**src/hdl/slid_pkg.sv**
```systemverilog
`default_nettype none
// ----------------------------------------------------------------------------
// Sorted list insert/delete - shared definitions
// Sizes, request and status codes and the transaction types passed between
// the front queue, the cell row and the result queue.
// ----------------------------------------------------------------------------
package slid_pkg;

    localparam int CAPACITY = 16;
    localparam int VAL_W    = 32;
    localparam int CNT_W    = $clog2(CAPACITY + 1);
    localparam int IDX_W    = $clog2(CAPACITY);

    localparam logic [1:0] REQ_INSERT  = 2'd0;
    localparam logic [1:0] REQ_DELETE  = 2'd1;
    localparam logic [1:0] REQ_POP_MIN = 2'd2;
    localparam logic [1:0] REQ_POP_MAX = 2'd3;

    localparam logic [1:0] ST_OK        = 2'd0;
    localparam logic [1:0] ST_EMPTY     = 2'd1;
    localparam logic [1:0] ST_FULL      = 2'd2;
    localparam logic [1:0] ST_NOT_FOUND = 2'd3;

    typedef struct packed {
        logic [1:0]              op;
        logic signed [VAL_W-1:0] value;
    } t_cmd;

    typedef struct packed {
        logic [1:0]              status;
        logic signed [VAL_W-1:0] removed_value;
        logic [CNT_W-1:0]        entry_count;
    } t_res;

endpackage
`default_nettype wire

```
**src/hdl/slid_front.sv**
```systemverilog
`default_nettype none
// ----------------------------------------------------------------------------
// Sorted list insert/delete - request front end
// Accepts request transactions, decodes the request type into a command and
// holds up to two commands for the cell row, so each side stalls on its own.
// ----------------------------------------------------------------------------
module slid_front (
    input  wire logic            i_clk,
    input  wire logic            i_rst_n,
    input  wire logic            push,
    output logic                 full,
    input  wire logic [1:0]      i_req_type,
    input  wire logic [31:0]     i_value,
    output logic                 o_cmd_valid,
    output slid_pkg::t_cmd       o_cmd,
    input  wire logic            i_cmd_take
);
    import slid_pkg::*;

    t_cmd       r_slot [2];
    logic       r_wr_ptr;
    logic       r_rd_ptr;
    logic [1:0] r_cnt;
    t_cmd       w_new;
    logic       w_wr;
    logic       w_rd;

    always_comb begin
        w_new.value = i_value;
        case (i_req_type)
            REQ_INSERT:  w_new.op = REQ_INSERT;
            REQ_DELETE:  w_new.op = REQ_DELETE;
            REQ_POP_MIN: w_new.op = REQ_POP_MIN;
            default:     w_new.op = REQ_POP_MAX;
        endcase
    end

    assign full        = (r_cnt == 2'd2);
    assign o_cmd_valid = (r_cnt != 2'd0);
    assign o_cmd       = r_slot[r_rd_ptr];
    assign w_wr        = push && !full;
    assign w_rd        = i_cmd_take && o_cmd_valid;

    always_ff @(posedge i_clk) begin
        if (!i_rst_n) begin
            r_wr_ptr <= 1'b0;
            r_rd_ptr <= 1'b0;
            r_cnt    <= 2'd0;
        end else begin
            if (w_wr) r_wr_ptr <= !r_wr_ptr;
            if (w_rd) r_rd_ptr <= !r_rd_ptr;
            case ({w_wr, w_rd})
                2'b10:   r_cnt <= r_cnt + 2'd1;
                2'b01:   r_cnt <= r_cnt - 2'd1;
                default: r_cnt <= r_cnt;
            endcase
        end
    end

    always_ff @(posedge i_clk) begin
        if (w_wr) r_slot[r_wr_ptr] <= w_new;
    end

endmodule
`default_nettype wire

```
**src/hdl/slid_cells.sv**
```systemverilog
`default_nettype none
// ----------------------------------------------------------------------------
// Sorted list insert/delete - compare-and-shift cell row
// One register per list position. Every cell compares its entry with the
// command value and takes its own value, the request value or a neighbour's
// value, so every cell is updated for a command at once.
// ----------------------------------------------------------------------------
module slid_cells (
    input  wire logic                     i_clk,
    input  wire logic                     i_rst_n,
    input  wire logic                     i_cmd_valid,
    input  wire slid_pkg::t_cmd           i_cmd,
    output logic                          o_cmd_take,
    input  wire logic                     i_res_full,
    output logic                          o_res_push,
    output slid_pkg::t_res                o_res,
    output logic [slid_pkg::CNT_W-1:0]    o_count
);
    import slid_pkg::*;

    logic signed [VAL_W-1:0] r_entry [CAPACITY];
    logic [CNT_W-1:0]        r_count;
    logic [CNT_W-1:0]        n_count;
    logic [CAPACITY-1:0]     w_lt;
    logic [CAPACITY-1:0]     w_eq;
    logic                    w_go;
    logic                    w_found;
    logic                    w_is_empty;
    logic                    w_is_full;
    logic [IDX_W-1:0]        w_last_idx;
    logic [1:0]              w_status;
    logic signed [VAL_W-1:0] w_removed;

    assign w_go       = i_cmd_valid && !i_res_full;
    assign o_cmd_take = w_go;
    assign o_res_push = w_go;
    assign w_found    = |w_eq;
    assign w_is_empty = (r_count == '0);
    assign w_is_full  = (r_count == CNT_W'(CAPACITY));
    assign w_last_idx = IDX_W'(r_count - CNT_W'(1));
    assign o_count    = r_count;

    for (genvar g = 0; g < CAPACITY; g++) begin : g_cell
        logic                    w_prev_lt;
        logic signed [VAL_W-1:0] w_prev;
        logic signed [VAL_W-1:0] w_next;
        logic signed [VAL_W-1:0] n_entry;

        assign w_lt[g] = (CNT_W'(g) < r_count) && (r_entry[g] < i_cmd.value);
        assign w_eq[g] = (CNT_W'(g) < r_count) && (r_entry[g] == i_cmd.value);

        // The first cell behaves as if an entry below the request value sat
        // in front of it, so an insert at the head lands there.
        if (g == 0) begin : g_first
            assign w_prev_lt = 1'b1;
            assign w_prev    = i_cmd.value;
        end else begin : g_inner
            assign w_prev_lt = w_lt[g-1];
            assign w_prev    = r_entry[g-1];
        end

        if (g == CAPACITY - 1) begin : g_last
            assign w_next = r_entry[g];
        end else begin : g_mid
            assign w_next = r_entry[g+1];
        end

        always_comb begin
            n_entry = r_entry[g];
            case (i_cmd.op)
                REQ_INSERT: begin
                    if (!w_is_full && !w_lt[g]) n_entry = w_prev_lt ? i_cmd.value : w_prev;
                end
                REQ_DELETE: begin
                    // Entries are sorted, so the first equal entry is the
                    // first one not below the value.
                    if (w_found && !w_lt[g]) n_entry = w_next;
                end
                REQ_POP_MIN: begin
                    if (!w_is_empty) n_entry = w_next;
                end
                default: begin
                    n_entry = r_entry[g];
                end
            endcase
        end

        always_ff @(posedge i_clk) begin
            if (w_go) r_entry[g] <= n_entry;
        end
    end

    always_comb begin
        w_status  = ST_OK;
        w_removed = '0;
        n_count   = r_count;
        case (i_cmd.op)
            REQ_INSERT: begin
                if (w_is_full) w_status = ST_FULL;
                else           n_count  = r_count + CNT_W'(1);
            end
            REQ_DELETE: begin
                if (w_is_empty) begin
                    w_status = ST_EMPTY;
                end else if (w_found) begin
                    w_removed = i_cmd.value;
                    n_count   = r_count - CNT_W'(1);
                end else begin
                    w_status = ST_NOT_FOUND;
                end
            end
            REQ_POP_MIN: begin
                if (w_is_empty) begin
                    w_status = ST_EMPTY;
                end else begin
                    w_removed = r_entry[0];
                    n_count   = r_count - CNT_W'(1);
                end
            end
            default: begin
                if (w_is_empty) begin
                    w_status = ST_EMPTY;
                end else begin
                    w_removed = r_entry[w_last_idx];
                    n_count   = r_count - CNT_W'(1);
                end
            end
        endcase
    end

    assign o_res.status        = w_status;
    assign o_res.removed_value = w_removed;
    assign o_res.entry_count   = n_count;

    always_ff @(posedge i_clk) begin
        if (!i_rst_n) begin
            r_count <= '0;
        end else if (w_go) begin
            r_count <= n_count;
        end
    end

endmodule
`default_nettype wire

```
**src/hdl/slid_resq.sv**
```systemverilog
`default_nettype none
// ----------------------------------------------------------------------------
// Sorted list insert/delete - result queue
// Two-entry queue that holds finished results until the consumer pops them.
// ----------------------------------------------------------------------------
module slid_resq (
    input  wire logic        i_clk,
    input  wire logic        i_rst_n,
    input  wire logic        i_res_push,
    input  wire slid_pkg::t_res i_res,
    output logic             o_res_full,
    output logic             empty,
    input  wire logic        pop,
    output slid_pkg::t_res   o_head
);
    import slid_pkg::*;

    t_res       r_slot [2];
    logic       r_wr_ptr;
    logic       r_rd_ptr;
    logic [1:0] r_cnt;
    logic       w_wr;
    logic       w_rd;

    assign o_res_full = (r_cnt == 2'd2);
    assign empty      = (r_cnt == 2'd0);
    assign o_head     = r_slot[r_rd_ptr];
    assign w_wr       = i_res_push && !o_res_full;
    assign w_rd       = pop && !empty;

    always_ff @(posedge i_clk) begin
        if (!i_rst_n) begin
            r_wr_ptr <= 1'b0;
            r_rd_ptr <= 1'b0;
            r_cnt    <= 2'd0;
        end else begin
            if (w_wr) r_wr_ptr <= !r_wr_ptr;
            if (w_rd) r_rd_ptr <= !r_rd_ptr;
            case ({w_wr, w_rd})
                2'b10:   r_cnt <= r_cnt + 2'd1;
                2'b01:   r_cnt <= r_cnt - 2'd1;
                default: r_cnt <= r_cnt;
            endcase
        end
    end

    always_ff @(posedge i_clk) begin
        if (w_wr) r_slot[r_wr_ptr] <= i_res;
    end

endmodule
`default_nettype wire

```
**src/hdl/sorted_list_insert_delete.sv**
```systemverilog
`default_nettype none
// ----------------------------------------------------------------------------
// Sorted list insert/delete - top level
// Bounded ascending list of signed values with insert, delete, remove
// smallest and remove largest requests, one status result per request.
// ----------------------------------------------------------------------------
// The block takes one request per clock cycle while the request queue is
// not full, and returns one result per request, in order. A request is
// registered in the request queue, and its result is registered in the
// result queue before it shows on the result ports. The rate is set by the
// compare-and-shift cell row, which places or removes an entry for each
// command it takes; two-entry queues on the request and result sides let
// either side stall without the other. No clearing pass is needed after reset.
module sorted_list_insert_delete (
    input  wire logic        i_clk,
    input  wire logic        i_rst_n,
    input  wire logic        push,
    output logic             full,
    input  wire logic [1:0]  i_req_type,
    input  wire logic [31:0] i_value,
    output logic             empty,
    input  wire logic        pop,
    output logic [1:0]       o_status,
    output logic [31:0]      o_removed_value,
    output logic [4:0]       o_entry_count
);
    import slid_pkg::*;

    logic             w_cmd_valid;
    t_cmd             w_cmd;
    logic             w_cmd_take;
    logic             w_res_full;
    logic             w_res_push;
    t_res             w_res;
    t_res             w_head;
    logic [CNT_W-1:0] w_count;

    slid_front u_front (
        .i_clk       (i_clk),
        .i_rst_n     (i_rst_n),
        .push        (push),
        .full        (full),
        .i_req_type  (i_req_type),
        .i_value     (i_value),
        .o_cmd_valid (w_cmd_valid),
        .o_cmd       (w_cmd),
        .i_cmd_take  (w_cmd_take)
    );

    slid_cells u_cells (
        .i_clk       (i_clk),
        .i_rst_n     (i_rst_n),
        .i_cmd_valid (w_cmd_valid),
        .i_cmd       (w_cmd),
        .o_cmd_take  (w_cmd_take),
        .i_res_full  (w_res_full),
        .o_res_push  (w_res_push),
        .o_res       (w_res),
        .o_count     (w_count)
    );

    slid_resq u_resq (
        .i_clk      (i_clk),
        .i_rst_n    (i_rst_n),
        .i_res_push (w_res_push),
        .i_res      (w_res),
        .o_res_full (w_res_full),
        .empty      (empty),
        .pop        (pop),
        .o_head     (w_head)
    );

    assign o_status        = w_head.status;
    assign o_removed_value = w_head.removed_value;
    assign o_entry_count   = 5'(w_head.entry_count);

`ifndef ASSERT_OFF
    a_count_bound : assert property (@(posedge i_clk) disable iff (!i_rst_n)
        w_count <= CNT_W'(CAPACITY))
        else $error("list count exceeds capacity");

    a_full_status : assert property (@(posedge i_clk) disable iff (!i_rst_n)
        w_res_push && (w_res.status == ST_FULL) |-> w_count == CNT_W'(CAPACITY))
        else $error("full status reported on a list that is not full");

    a_empty_status : assert property (@(posedge i_clk) disable iff (!i_rst_n)
        w_res_push && (w_res.status == ST_EMPTY) |-> w_count == '0)
        else $error("empty status reported on a list that holds entries");

    a_insert_grows : assert property (@(posedge i_clk) disable iff (!i_rst_n)
        w_cmd_take && (w_cmd.op == REQ_INSERT) && (w_count != CNT_W'(CAPACITY))
        |=> w_count == $past(w_count) + CNT_W'(1))
        else $error("accepted insert did not grow the list by one");
`endif

endmodule
`default_nettype wire
```
**config.mk**
```make
export PLATFORM = sky130hd
export DESIGN_NAME = sorted_list_insert_delete
export DESIGN_NICKNAME = d
export VERILOG_FILES = /design/src/hdl/slid_pkg.sv /design/src/hdl/slid_front.sv /design/src/hdl/slid_cells.sv /design/src/hdl/slid_resq.sv /design/src/hdl/sorted_list_insert_delete.sv
export SDC_FILE = /design/constraint.sdc
export NUM_CORES = 2
export LEC_CHECK = 0
export BUFFER_PORTS_ARGS = -buffer_cell sky130_fd_sc_hd__buf_2
export CORE_MARGIN = 3
export CORE_UTILIZATION = 55
export CTS_CLUSTER_SIZE = 14
export DETAILED_ROUTE_END_ITERATION = 10
export GPL_ROUTABILITY_DRIVEN = 0
export PLACE_DENSITY = 0.68
export SLEW_MARGIN = 20
export SYNTH_ARGS = -nofsm -noshare
export SYNTH_HDL_FRONTEND = slang
export SYNTH_SLANG_ARGS = --single-unit
```
**constraint.sdc**
```tcl
create_clock -name i_clk -period 11 [get_ports i_clk]
set_input_delay 0.55 -clock i_clk [delete_from_list [all_inputs] [get_ports i_clk]]
set_output_delay 0.55 -clock i_clk [all_outputs]
set_load 0.02 [all_outputs]
```
==> metrics.cfg <==
[status]
status = completed

[timing]
skew_ns = 0.0314
slew_headroom = 0.189
rsz0062_at_grt = no
finalSetupViolCount = 0
period_needed_ns = 6.38
worstMarginPinSlew_ns = 1.21
hold_viol = 0
fin_crit_sh = 0.580
max_freq_ghz = 0.157
drv_slew = 0
fin_tns_setup_ns = 0

[yosys]
synthArstFlopShare = 0
ys.flop_type = edfxtp_1
netlist_area_um2 = 49300
synthCells = 4529
synth_top_area_cell = edfxtp_1
synth_cell_types = 81
netlist.area_leader.share = 0.401
synth_edf_count = 658
synth.area.top_cells = edfxtp_1, ha_1, mux4_2
ys_seq_elements = 673
synth.avg_cell_area_um2 = 10.9
syn_nets = 5089
yosysWarnings = 0
yosys-top-cells-count = edfxtp_1, ha_1, inv_1, o21ai_0, nand2_1
yosysSeqAreaShare = 0.407
synthMostInstantiatedCell = edfxtp_1

[floorplan]
ios = 79
die_x_um = 305
rows = 109
die_y_um = 305
core_um2 = 88600
initial_core_util = 0.556
dieArea_um2 = 93300

[power]
p_sw_mw = 9.75
total_power_mw = 20.0
p_sw_frac = 0.488
seq_power_share = 0.283
power.density_nw_per_um2 = 373
leakagePower_nw = 20.7
peakVddDrop_uv = 282
p_int_mw = 10.2
power_frac_comb = 0.589
clkPwrFrac = 0.128

[clock_tree]
cts_setup_buffers = 0
cts_root_buffer = clkbuf_16
ctsHoldBuffers = 0
clock_latency_ns = 0.66
cts_buffer_depth = 3
cts_buffers = 76
cts_tree = yes
clk_pin_slew_ns = 0.06
cts.sinks = 673
htreeDepth = 3
ctsResizeCount = 0

[placed_design]
io_buffers = 78
hpwlAfterDp_um = 128000
dpl.cell_count = 5547

[worst_setup_path]
path_buf_inv = 5
cp-start-kind = flop
crit_arrival_ns = 6.67
crit_path_end_kind = flop
crit_fanout = 34
cp.required_ns = 11.29
crit_top_cell = buf_4
cpPeakStageDelay_ns = 1.03
crit_family = buffers and inverters
critical_path_class = reg -> reg
cp_cell_sequence = buf_4 > mux2_2 > inv_1 > ha_1 > nand4_1 > nor4_1 > nand4_1 > nand4_1 > nor4_2 > buf_4 > nand2_1 > o211ai_1 > buf_4 > a31oi_4 > buf_4
critPathSlowestCell = nor4_1

[worst_hold_path]
min_path_type = in -> reg
hp-start = i_value[21]

[routing]
drc = 0
ant_nets = 0
wl_per_cell_um = 32.0
routed_via_density = 7.46
finalWirelength_um = 182000
drt_first_iter_violations = 6518
vias = 42435
drt_pass1_iterations = 5

[global_routing]
grt-busiest-layer = met2
grt_max_degree = 188
grt.met1_usage = 0.502
gr-usage-met3 = 0.0889
grt_util_met2 = 0.575
grt_pass1_vias = 40251
grt_pass1_wl_um = 267000
antenna_found_initial = 4
groute.usage.overall = 0.380
grt_overflow = 0

[cells_and_area]
fillers = 7263
syn2layout_area_growth_pct = 8.63
drive_gt1_frac = 0.151
post-route-util = 0.604
nNetsFinal = 5026
instances_no_fill = 5688

[flow_run]
cap_violations = 0

stage by stage:
stage | cell area [µm²] | setup WS [ns] | hold WS [ns]
floorplan | 49300 | 4.58 | 0.471
global route | 53600 | 4.52 | 0.0876
global placement | 51000 | 5.05 | 0.491
detailed placement | 51000 | 4.96 | 0.500
finish | 53600 | 4.62 | 0.0956
CTS | 53400 | 4.95 | 0.0676
cell type report:
cell class              count  area (µm²)  share of cell area
flip-flops and latches    673       20100               0.375
well taps                1165        1460              0.0272
clock inverters            38         373             0.00696
inverters                 320        1200              0.0224
multi-input cells        3218       27200               0.507
diodes                      1        2.50           0.0000467
clock buffers              96        2010              0.0375
repair buffers            177        1300              0.0242
cell families (layout without fill, tap and decap cells):
kind of cell,count (synthesis),in the layout,share of synthesized area
and+or+nand+nor,964,964,0.104
adders and majority gates,522,522,0.132
AOI/OAI and AO/OA,1354,1354,0.194
buffers and inverters,638,631,0.0506
xor gates and xnor gates,14,14,0.00249
other,0,1,0
muxes,364,364,0.111
DFF,673,673,0.407
path summary, 6_finish.rpt:
check	end	slack [ns]	cells past startpoint
setup / recovery	u_cells.r_entry[13][2]$_DFFE_PP_	4.62	15
hold / removal	u_front.r_slot[0][21]$_DFFE_PP_	0.1	1
setup reg to reg	u_cells.r_entry[13][2]$_DFFE_PP_	4.62	15
hold reg to reg	u_front.r_cnt[1]$_SDFFE_PN0P_	0.51	2
worst register-to-register path, stage by stage (launching register included):
cell and delay (ns):
dfxtp_2 0.31, buf_4 0.46, mux2_2 0.55, inv_1 0.67
ha_1 0.37, nand4_1 0.23, nor4_1 1.03, nand4_1 0.34
nand4_1 0.18, nor4_2 0.06, buf_4 0.20, nand2_1 0.11
o211ai_1 0.10, buf_4 0.30, a31oi_4 0.62, buf_4 0.51
cells in the final DEF, fill, tap and decap left out, types with 76 or more instances in the layout:
cell       synthesis  final
a21o_1           148    148
a21oi_1          269    257
a221o_1          158    158
buf_2             48     78
buf_4              3     90
clkbuf_16          0     77
edfxtp_1         658    658
ha_1             522    520
inv_1            318    318
mux2_2           164    164
mux4_2           128    128
nand2_1          292    292
nand4_1          126    126
nor2_1           144    138
nor4_1            76     76
o21ai_0          318    318
o311ai_0         190    190
metal layers:
layer / wire, µm / part of all wire / up-vias
li1: - / - / 17860
met1: 67900 / 0.37 / 20778
met2: 79900 / 0.44 / 3114
met3: 20900 / 0.11 / 679
met4: 13200 / 0.073 / 4
met5: 23 / 0.00013 / -
sequential cells by signal, indices dropped and copies added, names as in the netlist, named ones only:
register and count:
u_cells.r_entry 512, u_resq.r_wr_ptr 1, u_front.r_wr_ptr 1, u_resq.r_slot 78, u_front.r_slot 68, u_cells.o_count 5, u_resq.r_rd_ptr 1, u_front.r_rd_ptr 1
u_front.r_cnt 2, u_resq.r_cnt 2
power groups by stage:
stage | registers (mW) | logic (mW) | clock network (mW)
final | 5.65 | 11.8 | 2.56
after detailed placement | 5.63 | 11.2 | 0
after global placement | 5.63 | 10.9 | 0
after global routing | 5.69 | 12.5 | 2.66
after floorplan | 5.08 | 7.72 | 0
after CTS | 5.59 | 11.3 | 2.57
Note: power is estimated with default switching activity, not from simulation.
